File: src/rtl/lps_pkg.sv
// Shared types and constants for the loop period statistics block.
`timescale 1ns / 1ps
package lps_pkg;

    localparam int COUNT_BITS_DEF  = 24;
    localparam int PERIOD_BITS_DEF = 32;
    localparam int CFG_INDEX_BITS  = 8;
    localparam int CFG_DATA_BITS   = 32;
    localparam int IN_DATA_BITS    = 32;
    localparam int OUT_DATA_BITS   = 264;
    localparam int MEAN_BITS       = 48;
    localparam int VAR_BITS        = 64;
    localparam int DEV_BITS        = 40;
    localparam int EXT_BITS        = 32;
    localparam int AT_BITS         = 24;
    localparam int CNT_REG_BITS    = 24;
    localparam int DIV_STEPS       = 64;
    localparam int MUL1_STEPS      = 48;
    localparam int SQRT_STEPS      = 36;

    localparam logic [CFG_INDEX_BITS-1:0] REG_SAMPLE_COUNT   = 8'd0;
    localparam logic [CFG_INDEX_BITS-1:0] REG_NOMINAL_PERIOD = 8'd1;

    typedef enum logic [3:0] {
        OP_NONE,
        OP_ARM,
        OP_LOAD,
        OP_DIV_STEP,
        OP_MEAN_DONE,
        OP_VAR_DONE,
        OP_MUL_STEP,
        OP_MUL1_DONE,
        OP_VAR_UPD,
        OP_SQRT_LOAD,
        OP_SQRT_STEP,
        OP_SQRT_DONE,
        OP_INC,
        OP_EMIT
    } lps_op_t;

    typedef struct packed {
        lps_op_t op;
        logic    done;
    } lps_cmd_t;

    typedef struct packed {
        logic sample_ok;
        logic last_sample;
        logic out_busy;
    } lps_status_t;

endpackage

File: src/rtl/lps_ctrl.sv
// Sequencing state machine for the loop period statistics block.
`timescale 1ns / 1ps
module lps_ctrl
    import lps_pkg::*;
#(
    parameter int COUNT_BITS = COUNT_BITS_DEF
)
(
    input  logic        clk,
    input  logic        rst_n,
    input  logic        in_fire,
    input  logic        in_arm,
    input  lps_status_t status,
    output logic        in_ready,
    output lps_cmd_t    cmd
);

    typedef enum logic [3:0] {
        S_IDLE, S_ARM, S_LOAD, S_DIVM, S_MDONE, S_DIVV, S_VDONE, S_MUL1,
        S_M1DONE, S_MUL2, S_VUPD, S_SQLOAD, S_SQRT, S_SQDONE, S_INC, S_EMIT
    } state_t;

    localparam logic [6:0] DIV_LAST  = 7'(DIV_STEPS - 1);
    localparam logic [6:0] MUL1_LAST = 7'(MUL1_STEPS - 1);
    localparam logic [6:0] MUL2_LAST = 7'(COUNT_BITS);
    localparam logic [6:0] SQRT_LAST = 7'(SQRT_STEPS - 1);

    state_t     state_reg, state_next;
    logic [6:0] cnt_reg, cnt_next;
    logic       done_reg, done_next;
    logic       cnt_zero;

    assign cnt_zero = (cnt_reg == 7'd0);
    assign in_ready = (state_reg == S_IDLE);

    always_comb
    begin
        state_next = state_reg;
        cnt_next   = cnt_zero ? cnt_reg : cnt_reg - 7'd1;
        done_next  = done_reg;
        cmd.op     = OP_NONE;
        cmd.done   = done_reg;
        unique case (state_reg)
            S_IDLE:
            begin
                if (in_fire)
                begin
                    done_next = 1'b0;
                    if (in_arm)
                        state_next = S_ARM;
                    else if (status.sample_ok)
                        state_next = S_LOAD;
                    else
                        state_next = S_EMIT;
                end
            end
            S_ARM:
            begin
                cmd.op     = OP_ARM;
                state_next = S_EMIT;
            end
            S_LOAD:
            begin
                cmd.op     = OP_LOAD;
                cnt_next   = DIV_LAST;
                state_next = S_DIVM;
            end
            S_DIVM:
            begin
                cmd.op = OP_DIV_STEP;
                if (cnt_zero)
                    state_next = S_MDONE;
            end
            S_MDONE:
            begin
                cmd.op     = OP_MEAN_DONE;
                cnt_next   = DIV_LAST;
                state_next = S_DIVV;
            end
            S_DIVV:
            begin
                cmd.op = OP_DIV_STEP;
                if (cnt_zero)
                    state_next = S_VDONE;
            end
            S_VDONE:
            begin
                cmd.op     = OP_VAR_DONE;
                cnt_next   = MUL1_LAST;
                state_next = S_MUL1;
            end
            S_MUL1:
            begin
                cmd.op = OP_MUL_STEP;
                if (cnt_zero)
                    state_next = S_M1DONE;
            end
            S_M1DONE:
            begin
                cmd.op     = OP_MUL1_DONE;
                cnt_next   = MUL2_LAST;
                state_next = S_MUL2;
            end
            S_MUL2:
            begin
                cmd.op = OP_MUL_STEP;
                if (cnt_zero)
                    state_next = S_VUPD;
            end
            S_VUPD:
            begin
                cmd.op     = OP_VAR_UPD;
                state_next = status.last_sample ? S_SQLOAD : S_INC;
            end
            S_SQLOAD:
            begin
                cmd.op     = OP_SQRT_LOAD;
                cnt_next   = SQRT_LAST;
                state_next = S_SQRT;
            end
            S_SQRT:
            begin
                cmd.op = OP_SQRT_STEP;
                if (cnt_zero)
                    state_next = S_SQDONE;
            end
            S_SQDONE:
            begin
                cmd.op     = OP_SQRT_DONE;
                done_next  = 1'b1;
                state_next = S_INC;
            end
            S_INC:
            begin
                cmd.op     = OP_INC;
                state_next = S_EMIT;
            end
            S_EMIT:
            begin
                if (!status.out_busy)
                begin
                    cmd.op     = OP_EMIT;
                    state_next = S_IDLE;
                end
            end
            default:
            begin
                state_next = S_IDLE;
            end
        endcase
    end

    always_ff @(posedge clk or negedge rst_n)
    begin
        if (!rst_n)
        begin
            state_reg <= S_IDLE;
            cnt_reg   <= 7'd0;
            done_reg  <= 1'b0;
        end
        else
        begin
            state_reg <= state_next;
            cnt_reg   <= cnt_next;
            done_reg  <= done_next;
        end
    end

endmodule

File: src/rtl/lps_datapath.sv
// Statistics state, shared divider, multiplier and square root, result register.
`timescale 1ns / 1ps
module lps_datapath
    import lps_pkg::*;
#(
    parameter int COUNT_BITS  = COUNT_BITS_DEF,
    parameter int PERIOD_BITS = PERIOD_BITS_DEF
)
(
    input  logic                      clk,
    input  logic                      rst_n,
    input  logic                      cfg_fire,
    input  logic [CFG_INDEX_BITS-1:0] cfg_index,
    input  logic [CFG_DATA_BITS-1:0]  cfg_data,
    input  logic                      in_fire,
    input  logic [IN_DATA_BITS-1:0]   in_period,
    input  lps_cmd_t                  cmd,
    input  logic                      out_ready,
    output lps_status_t               status,
    output logic                      out_valid,
    output logic [OUT_DATA_BITS-1:0]  out_data,
    output logic                      out_active,
    output logic                      out_done
);

    localparam int CB = COUNT_BITS;
    localparam int PB = PERIOD_BITS;

    // configuration
    logic [CNT_REG_BITS-1:0] count_reg;
    logic [PB-1:0]           nom_reg;

    // run state
    logic                running_reg;
    logic [CB-1:0]       idx_reg;
    logic [MEAN_BITS-1:0] mean_reg;
    logic [VAR_BITS-1:0] var_reg;
    logic [PB-1:0]       max_reg, min_reg;
    logic [CB-1:0]       maxi_reg, mini_reg;
    logic [DEV_BITS-1:0] fdev_reg;

    // work registers
    logic [PB-1:0]        t_reg;
    logic                 neg_reg;
    logic [71:0]          num_reg;
    logic [39:0]          rem_reg;
    logic [32:0]          div_reg;
    logic [MEAN_BITS-1:0] d_reg;
    logic [VAR_BITS-1:0]  term1_reg;
    logic [127:0]         mcand_reg, prod_reg;
    logic [47:0]          mult_reg;

    logic                     out_valid_reg;
    logic [OUT_DATA_BITS-1:0] out_data_reg;
    logic                     out_active_reg, out_done_reg;

    logic                 active;
    logic [CB:0]          k;
    logic [MEAN_BITS-1:0] t16, diff;
    logic [39:0]          rem_sh, sq_sh, sq_trial;
    logic [63:0]          rlo;
    logic [64:0]          vsum;
    logic [31:0]          maxi_w, mini_w;

    assign active = running_reg && ({1'b0, 32'(idx_reg)} <= {9'b0, count_reg});
    assign k      = {1'b0, idx_reg} + {{CB{1'b0}}, 1'b1};
    assign t16    = MEAN_BITS'(t_reg) << 16;
    assign diff   = (t16 >= mean_reg) ? t16 - mean_reg : mean_reg - t16;
    assign rem_sh = {rem_reg[38:0], num_reg[63]};
    assign sq_sh  = {rem_reg[37:0], num_reg[71:70]};
    assign sq_trial = {2'b0, d_reg[35:0], 2'b01};
    assign rlo    = (prod_reg[127:88] != 40'd0) ? {VAR_BITS{1'b1}} : prod_reg[87:24];
    assign vsum   = {1'b0, term1_reg} + {1'b0, rlo};
    assign maxi_w = 32'(maxi_reg);
    assign mini_w = 32'(mini_reg);

    assign status.sample_ok   = active;
    assign status.last_sample = ({1'b0, 32'(idx_reg)} == {9'b0, count_reg});
    assign status.out_busy    = out_valid_reg && !out_ready;

    assign out_valid  = out_valid_reg;
    assign out_data   = out_data_reg;
    assign out_active = out_active_reg;
    assign out_done   = out_done_reg;

    always_ff @(posedge clk or negedge rst_n)
    begin
        if (!rst_n)
        begin
            count_reg      <= CNT_REG_BITS'(1000);
            nom_reg        <= '0;
            running_reg    <= 1'b0;
            idx_reg        <= CB'(1);
            mean_reg       <= '0;
            var_reg        <= '0;
            max_reg        <= '0;
            min_reg        <= '0;
            maxi_reg       <= '0;
            mini_reg       <= '0;
            fdev_reg       <= '0;
            out_valid_reg  <= 1'b0;
        end
        else
        begin
            if (cfg_fire)
            begin
                if (cfg_index == REG_SAMPLE_COUNT)
                    count_reg <= cfg_data[CNT_REG_BITS-1:0];
                else if (cfg_index == REG_NOMINAL_PERIOD)
                    nom_reg <= cfg_data[PB-1:0];
            end
            if (out_valid_reg && out_ready)
                out_valid_reg <= 1'b0;
            case (cmd.op)
                OP_ARM:
                begin
                    running_reg <= 1'b1;
                    idx_reg     <= CB'(1);
                    mean_reg    <= MEAN_BITS'(nom_reg) << 16;
                    var_reg     <= '0;
                    max_reg     <= nom_reg;
                    min_reg     <= nom_reg;
                    maxi_reg    <= '0;
                    mini_reg    <= '0;
                    fdev_reg    <= '0;
                end
                OP_LOAD:
                begin
                    if (t_reg > max_reg)
                    begin
                        max_reg  <= t_reg;
                        maxi_reg <= idx_reg;
                    end
                    if (t_reg < min_reg)
                    begin
                        min_reg  <= t_reg;
                        mini_reg <= idx_reg;
                    end
                end
                OP_MEAN_DONE:
                begin
                    mean_reg <= neg_reg ? mean_reg - num_reg[MEAN_BITS-1:0]
                                        : mean_reg + num_reg[MEAN_BITS-1:0];
                end
                OP_VAR_UPD:
                begin
                    var_reg <= vsum[64] ? {VAR_BITS{1'b1}} : vsum[63:0];
                end
                OP_SQRT_DONE:
                begin
                    fdev_reg    <= DEV_BITS'(d_reg[35:0]);
                    running_reg <= 1'b0;
                end
                OP_INC:
                begin
                    idx_reg <= idx_reg + CB'(1);
                end
                OP_EMIT:
                begin
                    out_valid_reg <= 1'b1;
                end
                default:
                begin
                end
            endcase
        end
    end

    // work registers and result payload, no reset needed
    always_ff @(posedge clk)
    begin
        if (in_fire)
            t_reg <= in_period[PB-1:0];
        case (cmd.op)
            OP_LOAD:
            begin
                neg_reg <= (t16 < mean_reg);
                num_reg <= 72'(diff);
                rem_reg <= '0;
                div_reg <= 33'(k);
            end
            OP_DIV_STEP:
            begin
                if (rem_sh >= {7'b0, div_reg})
                begin
                    rem_reg <= rem_sh - {7'b0, div_reg};
                    num_reg <= {8'b0, num_reg[62:0], 1'b1};
                end
                else
                begin
                    rem_reg <= rem_sh;
                    num_reg <= {8'b0, num_reg[62:0], 1'b0};
                end
            end
            OP_MEAN_DONE:
            begin
                d_reg   <= num_reg[MEAN_BITS-1:0];
                num_reg <= {8'b0, var_reg};
                rem_reg <= '0;
                div_reg <= 33'(idx_reg);
            end
            OP_VAR_DONE:
            begin
                term1_reg <= ({1'b0, 32'(idx_reg)} <= 33'd1) ? '0
                             : var_reg - num_reg[63:0];
                mcand_reg <= 128'(d_reg);
                mult_reg  <= d_reg;
                prod_reg  <= '0;
            end
            OP_MUL_STEP:
            begin
                if (mult_reg[0])
                    prod_reg <= prod_reg + mcand_reg;
                mcand_reg <= {mcand_reg[126:0], 1'b0};
                mult_reg  <= {1'b0, mult_reg[47:1]};
            end
            OP_MUL1_DONE:
            begin
                mcand_reg <= prod_reg;
                mult_reg  <= 48'(k);
                prod_reg  <= '0;
            end
            OP_SQRT_LOAD:
            begin
                num_reg <= {var_reg, 8'b0};
                rem_reg <= '0;
                d_reg   <= '0;
            end
            OP_SQRT_STEP:
            begin
                num_reg <= {num_reg[69:0], 2'b0};
                if (sq_sh >= sq_trial)
                begin
                    rem_reg <= sq_sh - sq_trial;
                    d_reg   <= {d_reg[MEAN_BITS-2:0], 1'b1};
                end
                else
                begin
                    rem_reg <= sq_sh;
                    d_reg   <= {d_reg[MEAN_BITS-2:0], 1'b0};
                end
            end
            OP_EMIT:
            begin
                out_data_reg   <= {mini_w[AT_BITS-1:0], EXT_BITS'(min_reg),
                                   maxi_w[AT_BITS-1:0], EXT_BITS'(max_reg),
                                   fdev_reg, var_reg, mean_reg};
                out_active_reg <= active;
                out_done_reg   <= cmd.done;
            end
            default:
            begin
            end
        endcase
    end

endmodule

File: src/rtl/loop_period_statistics.sv
// Top level of the loop period statistics block: controller plus datapath.
//
// Channel        Dir  Signals                                   Payload
// s_axis         in   s_axis_tvalid/tready/tdata/tuser          period, req_type
// m_axis         out  m_axis_tvalid/tready/tdata/tuser/tlast    statistics result
// cfg            in   cfg_valid/ready/index/data                register writes
//
// One transaction at a time. An arm passes through the arm and emit states; an ignored
// sample goes straight to emit. An accepted sample runs 2*64 divider steps (mean, then
// variance) on the shift-and-subtract divider and 48 + COUNT_BITS+1 steps on the
// shift-and-add multiplier, between load, done, update, increment and emit states; the
// final sample of a run adds 36 square-root steps between a load and a done state.
// Reset clears the run state and loads sample_count 1000, nominal_period 0.
// A waiting result holds in the output register; the block takes the next
// transaction meanwhile and stalls only when a second result is ready.
`timescale 1ns / 1ps
module loop_period_statistics
    import lps_pkg::*;
#(
    parameter int COUNT_BITS  = COUNT_BITS_DEF,
    parameter int PERIOD_BITS = PERIOD_BITS_DEF
)
(
    input  logic                      clk,
    input  logic                      rst_n,
    // configuration write channel (always ready)
    input  logic                      cfg_valid,
    output logic                      cfg_ready,
    input  logic [CFG_INDEX_BITS-1:0] cfg_index,
    input  logic [CFG_DATA_BITS-1:0]  cfg_data,
    // input stream
    input  logic                      s_axis_tvalid,
    output logic                      s_axis_tready,
    input  logic [IN_DATA_BITS-1:0]   s_axis_tdata,  // [31:0] period
    input  logic                      s_axis_tuser,  // [0] req_type (1 = arm)
    // result stream
    output logic                      m_axis_tvalid,
    input  logic                      m_axis_tready,
    // [47:0] mean_period, [111:48] variance, [151:112] deviation,
    // [183:152] longest, [207:184] longest_at, [239:208] shortest,
    // [263:240] shortest_at
    output logic [OUT_DATA_BITS-1:0]  m_axis_tdata,
    output logic                      m_axis_tuser,  // [0] active
    output logic                      m_axis_tlast   // done_res
);

    lps_cmd_t    cmd;
    lps_status_t status;
    logic        in_fire;
    logic        cfg_fire;

    assign cfg_ready = 1'b1;
    assign cfg_fire  = cfg_valid && cfg_ready;
    assign in_fire   = s_axis_tvalid && s_axis_tready;

    lps_ctrl #(
        .COUNT_BITS (COUNT_BITS)
    ) u_ctrl (
        .clk      (clk),
        .rst_n    (rst_n),
        .in_fire  (in_fire),
        .in_arm   (s_axis_tuser),
        .status   (status),
        .in_ready (s_axis_tready),
        .cmd      (cmd)
    );

    lps_datapath #(
        .COUNT_BITS  (COUNT_BITS),
        .PERIOD_BITS (PERIOD_BITS)
    ) u_dp (
        .clk        (clk),
        .rst_n      (rst_n),
        .cfg_fire   (cfg_fire),
        .cfg_index  (cfg_index),
        .cfg_data   (cfg_data),
        .in_fire    (in_fire),
        .in_period  (s_axis_tdata),
        .cmd        (cmd),
        .out_ready  (m_axis_tready),
        .status     (status),
        .out_valid  (m_axis_tvalid),
        .out_data   (m_axis_tdata),
        .out_active (m_axis_tuser),
        .out_done   (m_axis_tlast)
    );

endmodule
File: config.mk
export PLATFORM = sky130hd
export DESIGN_NAME = loop_period_statistics
export DESIGN_NICKNAME = d
export VERILOG_FILES = /design/src/rtl/lps_pkg.sv /design/src/rtl/lps_ctrl.sv /design/src/rtl/lps_datapath.sv /design/src/rtl/loop_period_statistics.sv
export SDC_FILE = /design/constraint.sdc
export NUM_CORES = 2
export LEC_CHECK = 0
export ABC_AREA = 1
export BUFFER_PORTS_ARGS = -buffer_cell sky130_fd_sc_hd__buf_2
export CAP_MARGIN = 5
export CORE_MARGIN = 4
export CORE_UTILIZATION = 40
export DETAILED_ROUTE_END_ITERATION = 6
export SLEW_MARGIN = 20
export SYNTH_ARGS = -nofsm -noshare
export SYNTH_HDL_FRONTEND = slang
export SYNTH_SLANG_ARGS = --single-unit
File: constraint.sdc
create_clock -name clk -period 20.2 [get_ports clk]
set_input_delay 4.04 -clock clk [delete_from_list [all_inputs] [get_ports clk]]
set_output_delay 4.04 -clock clk [all_outputs]
set_load 0.01 [all_outputs]
== After elaboration in Yosys (flattened, before gate mapping) ==
Cells that the tools add are included.

* Register bits: 1217
* Bits of input ports: 78
* Output and inout port bits: 269
* Word-level logic and storage cells: 173

* Add/subtract/negate cells: 12
* Magnitude comparators: 8
* Equality and inequality tests: 41
* Multiplexer cells: 48
* Bitwise operators: 1
* Reduce and logical (&&, ||, !) cells: 35

{| class="wikitable"
|+ Operators with widths
! operator !! number
|-
| 128-bit case mux with 3 select lines || 1
|-
| 72-bit case mux with 5 select lines || 1
|-
| 48-bit case mux with 3 select lines || 2
|-
| 128-bit case mux with 2 select lines || 1
|-
| 24-bit case mux with 2 select lines || 3
|-
| 48-bit subtractor || 3
|-
| 128-bit adder || 1
|-
| 128-bit 2-to-1 mux || 1
|-
| 64-bit 2-to-1 mux || 2
|-
| 32-bit case mux with 2 select lines || 2
|-
| 64-bit case mux with 2 select lines || 1
|-
| 39-bit case mux with 3 select lines || 1
|-
| 48-bit 2-to-1 mux || 2
|-
| 48-bit case mux with 2 select lines || 1
|-
| 40-bit case mux with 2 select lines || 1
|-
| 39-bit 2-to-1 mux || 2
|-
| 33-bit case mux with 2 select lines || 1
|-
| 64-bit by 64-bit adder with 65-bit output || 1
|-
| 32-bit 2-to-1 mux || 2
|-
| 64-bit subtractor || 1
|-
| 4-bit case mux with 15 select lines || 1
|-
| 4-bit equality test, second input constant || 14
|-
| 4-bit case mux with 13 select lines || 1
|-
| 48-bit adder || 1
|-
| other kinds (43) || 98
|}

== Logic depth before layout (Yosys ltp) ==
* Depth in word-level cells: 8
* Depth in mapped cells: 29
* Mapped depth without buffers: 29

== By module ==
A second synthesis with hierarchy kept.

* Cells, all modules: 13352
* Area total of the unflattened synthesis: 90943.5 sq um

{| class="wikitable"
|+ By module, submodules not included
! module !! times used !! cells an instance !! area an instance (sq um) !! seq. area each (sq um)
|-
| lps_datapath || 1 || 13189 || 89885.0 || 34001.4
|-
| lps_ctrl || 1 || 159 || 1039.7 || 300.3
|-
| loop_period_statistics || 1 || 4 || 18.8 || 0.0
|}

== Worst setup path before layout ==
No wires, ideal clock.

* Path type: input -> register
* From: input m_axis_tready
* To: register u_dp.out_active_reg, in the netlist u_dp.out_active, enable pin
* Setup time: 1.204 ns
* Arrival time: 21.673 ns
* Required time: 18.996 ns
* Setup slack: -2.677 ns
* Cell stages on the path: 2
* Path buffers: 0
* Cell sequence: nor2_1 > nor3_1

* Cells in the longest elaborated chain, start to end: 5

{| class="wikitable"
|+ Ends and longest elaborated chain
! item !! line !! source
|-
| from (decl) || loop_period_statistics.sv:38 || <nowiki>input logic m_axis_tready,</nowiki>
|-
| 1-bit zero test || lps_datapath.sv:79 || <nowiki>assign status.out_busy = out_valid_reg && !out_ready;</nowiki>
|-
| 1-bit logical AND || lps_datapath.sv:79 ||
|-
| 4-bit 2-to-1 mux || lps_ctrl.sv:140 || <nowiki>if (!status.out_busy)</nowiki>
|-
| 4-bit case mux with 13 select lines || lps_ctrl.sv:43 || <nowiki>unique case (state_reg)</nowiki>
|-
| 4-bit equality test || lps_datapath.sv:174 || <nowiki>case (cmd.op)</nowiki>
|-
| to (signal assigned) || lps_datapath.sv:248 || <nowiki>out_active_reg <= active;</nowiki>
|-
| to (decl) || lps_datapath.sv:55 || <nowiki>logic out_active_reg, out_done_reg;</nowiki>
|}

Every way passes these cells.
A chain may end at the register's enable or synchronous reset.

== Worst setup path after layout ==
* From: input m_axis_tready
* To: register u_dp.out_data_reg[109], in the netlist u_dp.out_data[109], enable pin

* Cells in the longest elaborated chain, start to end: 5

{| class="wikitable"
|+ Ends and longest elaborated chain
! item !! line !! source
|-
| 1-bit zero test || lps_datapath.sv:79 ||
|-
| 1-bit logical AND || lps_datapath.sv:79 ||
|-
| 4-bit 2-to-1 mux || lps_ctrl.sv:140 ||
|-
| 4-bit case mux with 13 select lines || lps_ctrl.sv:43 ||
|-
| 4-bit equality test || lps_datapath.sv:174 ||
|-
| to (signal assigned) || lps_datapath.sv:245 || <nowiki>out_data_reg <= {mini_w[AT_BITS-1:0], EXT_BITS'(min_reg),</nowiki>
|-
| to (decl) || lps_datapath.sv:54 || <nowiki>logic [OUT_DATA_BITS-1:0] out_data_reg;</nowiki>
|}

Every way passes these cells.

==> results.toml <==
[route]
drt_total_wl_um = 362200
number_of_remaining_drc_errors = 12
number_of_search_and_repair_iterations_in_the_first_detailed_routing_pass = 7
routed_via_density = 5.302
drt_iter0_drc = 9563
routed-via-count = 87990
detail-route-antenna-nets = 0
avgRoutedWirePerCell_um = 21.83

[sta]
fin_skew_ns = 0.08230
holdWs_ns = 0.4481
timing.final.hold_violations = 0
timing.final.max_slew_violations = 0
slew_headroom_pct = 27.15
final_worst_slack_ns = 13.60
rsz0062_at_grt = "false"
fmax_mhz = 151.6
period_utilization_post_route_pct = 32.66
setup-tns-final_ns = 0
worstMarginPinSlew_ns = 1.093
layout_min_cycle_time_ns = 6.598
setup_viol = 0

[critical_path]
cp.required_ns = 20.63
critical_path.endpoint_type = "flop"
crit_start = "m_axis_tready"
worst-endpoint-arrival_ns = 7.03
timing.setup.critical_path_class = "input pin to flop"
critPathMaxFanout = 60
regToRegStartpoint = "u_dp.num_reg[1]$_DFFE_PP_"
startpoint_types = "input pin"
setup.reg_to_reg.worst_slack_ns = 15.19

[cells_and_area]
largest_register_ff_count = 260
final_layout_size_suffix_gt1_share_pct = 5.556
flow.area_growth_from_synthesis_pct = 10.67
fillCellCount = 23970
design.final.nets = 14080

[yosys]
synth.most_common_cell = "sky130_fd_sc_hd__nand2_1"
portion_of_the_post_synthesis_area_used_by_sequential_elements_pct = 37.98
post_synth_inst_count = 13200
synth_edf_count = 847
synth.largest_area_cell = "sky130_fd_sc_hd__edfxtp_1"
async_reset_ff_share_pct = 29.48
synth_cell_types = 68
ys.warnings.count = 0
post_synth_main_area_contributors = "sky130_fd_sc_hd__edfxtp_1 (28%), sky130_fd_sc_hd__nand2_1 (19%), sky130_fd_sc_hd__inv_1 (9.6%)"
register_bit_count_reported_by_yosys = 1201
dominantRegCellSynth = "sky130_fd_sc_hd__edfxtp_1"
yosysTopAreaCellShare_pct = 28.16
mappedNetlistArea_sq_um = 90320
post_synth.cell_area_avg_sq_um = 6.841
netlist_top_cells_count = "sky130_fd_sc_hd__nand2_1 (4617), sky130_fd_sc_hd__inv_1 (2316), sky130_fd_sc_hd__nor2_1 (1181)"

[die]
die_y_um = 483.2
coreArea_sq_um = 224700
fp.dieW_um = 483.2
floorplan.io_pins = 347
start_util_pct = 40.20
die-area_sq_um = 233500
rows = 174

[cts]
tritoncts = "done"
clock_latency_ns = 0.85
clock_sink_count = 1201
cts-root-to-sink-buffers = 3
cts.htree.levels = 4
cts_hold_buf = 0
cts-buffers-inserted = 142
post_cts_resize_count = 0
cts_root_buf = "sky130_fd_sc_hd__clkbuf_16"
worst_setup_hold_path_clk_slew_ns = 0.06
post_cts.repair.setup_buffers = 0

[pwr]
switching_power_mw = 11.26
pwr-share-clk_pct = 13.2
max-vdd-ir-drop_uv = 109.9
leakage_nw = 49.82
switching_share_pct = 54.96
power.density_nw_per_um2 = 204.9
power.total_mw = 20.48
combPwrFrac_pct = 62.0
internal_power_mw = 9.226
portion_of_total_power_attributed_to_sequential_cells_pct = 24.8

[grt]
grt_antenna_before_repair = 28
wire_length_of_the_first_global_routing_pass_um = 526000
total_routing_usage_gr_pct = 29.71
grt_pass1_vias = 81220
global_route.overflow_total = 0
pin_count_of_the_biggest_net_entering_global_routing = 85

[min_path]
hold_class = "flop to flop"
holdCritStartpoint = "u_dp.maxi_reg[10]$_DFFE_PN0P_"

[status]
outcome = "finished, violations left"
violations_in_the_final_reports = "DRC"

[placed_design]
placement.io_buffers = 341
finalWeightedCongestion = 1.053
pre_cts_slack_ns = 12.75
detailedPlacementHpwl_um = 293800

[flow_run]
max_cap_violations = 0
==> final timing paths <==
path	endpoint	depth (start not counted)
setup / recovery	u_dp.out_data[109]$_DFFE_PP_	7
hold / removal	u_dp.out_data[194]$_DFFE_PP_	0
setup reg to reg	u_dp.mean_reg[39]$_DFFE_PN0P_	25
hold reg to reg	u_dp.out_data[194]$_DFFE_PP_	0
max in group asynchronous	u_dp.maxi_reg[14]$_DFFE_PN0P_	3
min in group asynchronous	u_dp.var_reg[59]$_DFFE_PN0P_	1
==> routing by layer <==
layer	global-route usage [%]	vias up	part of all wire (%)
li1	-	42620	-
met1	41.30	40980	43
met2	46.32	3707	44
met3	4.315	683	8.2
met4	12.31	8	4.8
met5	0	-	0.019
==> worst max-delay path: stages <==
cell and delay, ns:
sky130_fd_sc_hd__buf_2 0.12, sky130_fd_sc_hd__nor2_1 0.08, sky130_fd_sc_hd__nor3_4 0.14, sky130_fd_sc_hd__buf_4 0.45, sky130_fd_sc_hd__buf_4 0.68, sky130_fd_sc_hd__buf_4 0.63
sky130_fd_sc_hd__buf_4 0.69
==> cells in the final DEF, fill, tap and decap left out, types with 16 or more instances in the layout <==
cell type                   count
sky130_fd_sc_hd__nand4_1      100
sky130_fd_sc_hd__clkinv_1      25
sky130_fd_sc_hd__nand2_1     4608
sky130_fd_sc_hd__inv_2         19
sky130_fd_sc_hd__edfxtp_1     847
sky130_fd_sc_hd__xnor2_1       46
sky130_fd_sc_hd__ha_1         525
sky130_fd_sc_hd__clkbuf_8      17
sky130_fd_sc_hd__o211ai_1      28
sky130_fd_sc_hd__dfrtp_1      347
sky130_fd_sc_hd__nor4_1        37
sky130_fd_sc_hd__o21a_1        16
sky130_fd_sc_hd__nor2_1      1173
sky130_fd_sc_hd__nand3b_1      39
sky130_fd_sc_hd__a21oi_1      638
sky130_fd_sc_hd__o21bai_1      34
sky130_fd_sc_hd__or2_2         36
sky130_fd_sc_hd__nand3_1      742
sky130_fd_sc_hd__a221oi_1      41
sky130_fd_sc_hd__o22ai_1       97
sky130_fd_sc_hd__o21ai_1       50
sky130_fd_sc_hd__o21ai_0      672
sky130_fd_sc_hd__clkbuf_16    145
sky130_fd_sc_hd__inv_1       2313
sky130_fd_sc_hd__buf_2        340
sky130_fd_sc_hd__clkinv_2      16
sky130_fd_sc_hd__a22o_1        36
sky130_fd_sc_hd__clkbuf_1      32
sky130_fd_sc_hd__buf_4         58
sky130_fd_sc_hd__a22oi_1       39
sky130_fd_sc_hd__o2111ai_1     17
sky130_fd_sc_hd__nor3_1        97
sky130_fd_sc_hd__xor2_1       133
==> kinds of logic (layout without fill, tap and decap cells) <==
kind of cell | Yosys count | after routing | synth area share [%]
xor+xnor | 179 | 179 | 1.736
flops | 1201 | 1201 | 37.98
other cells | 2 | 19 | 0.008315
buf+inv | 2628 | 3011 | 11.26
compound gates | 1737 | 1737 | 10.71
fa+ha+maj | 531 | 531 | 7.406
simple gates | 6925 | 6925 | 30.90
==> power by group through the flow <==
stage / registers [mW] / logic (mW) / clock network [mW]
4_1_cts: 5.05 / 12.5 / 2.73
3_3_place_gp: 5.09 / 12.3 / 0
6_report: 5.08 / 12.7 / 2.70
5_1_grt: 5.13 / 14.0 / 2.84
2_1_floorplan: 4.75 / 8.35 / 0
3_5_place_dp: 5.07 / 12.4 / 0
==> cell type report <==
class,instances,area [sq um],area share [%]
inverters,2347,8821,8.825
repair buffers,401,2178,2.179
well taps,2992,3744,3.745
flip-flops and latches,1201,34300,34.32
clock inverters,69,913.4,0.9138
clock buffers,194,3983,3.984
multi-input cells,9377,45980,46.00
diodes,14,35.03,0.03505
==> stage by stage <==
step                      area [sq um]  utilization (%)  instances
after floorplan                  90340                -      13210
final                            99960            44.49      16600
after global routing             99940            44.48      16590
after CTS                        99900            44.47      16580
after global placement           95010            42.29      16320
after detailed placement         95010            42.29      16320
Note: power is estimated with default switching activity, not from simulation.
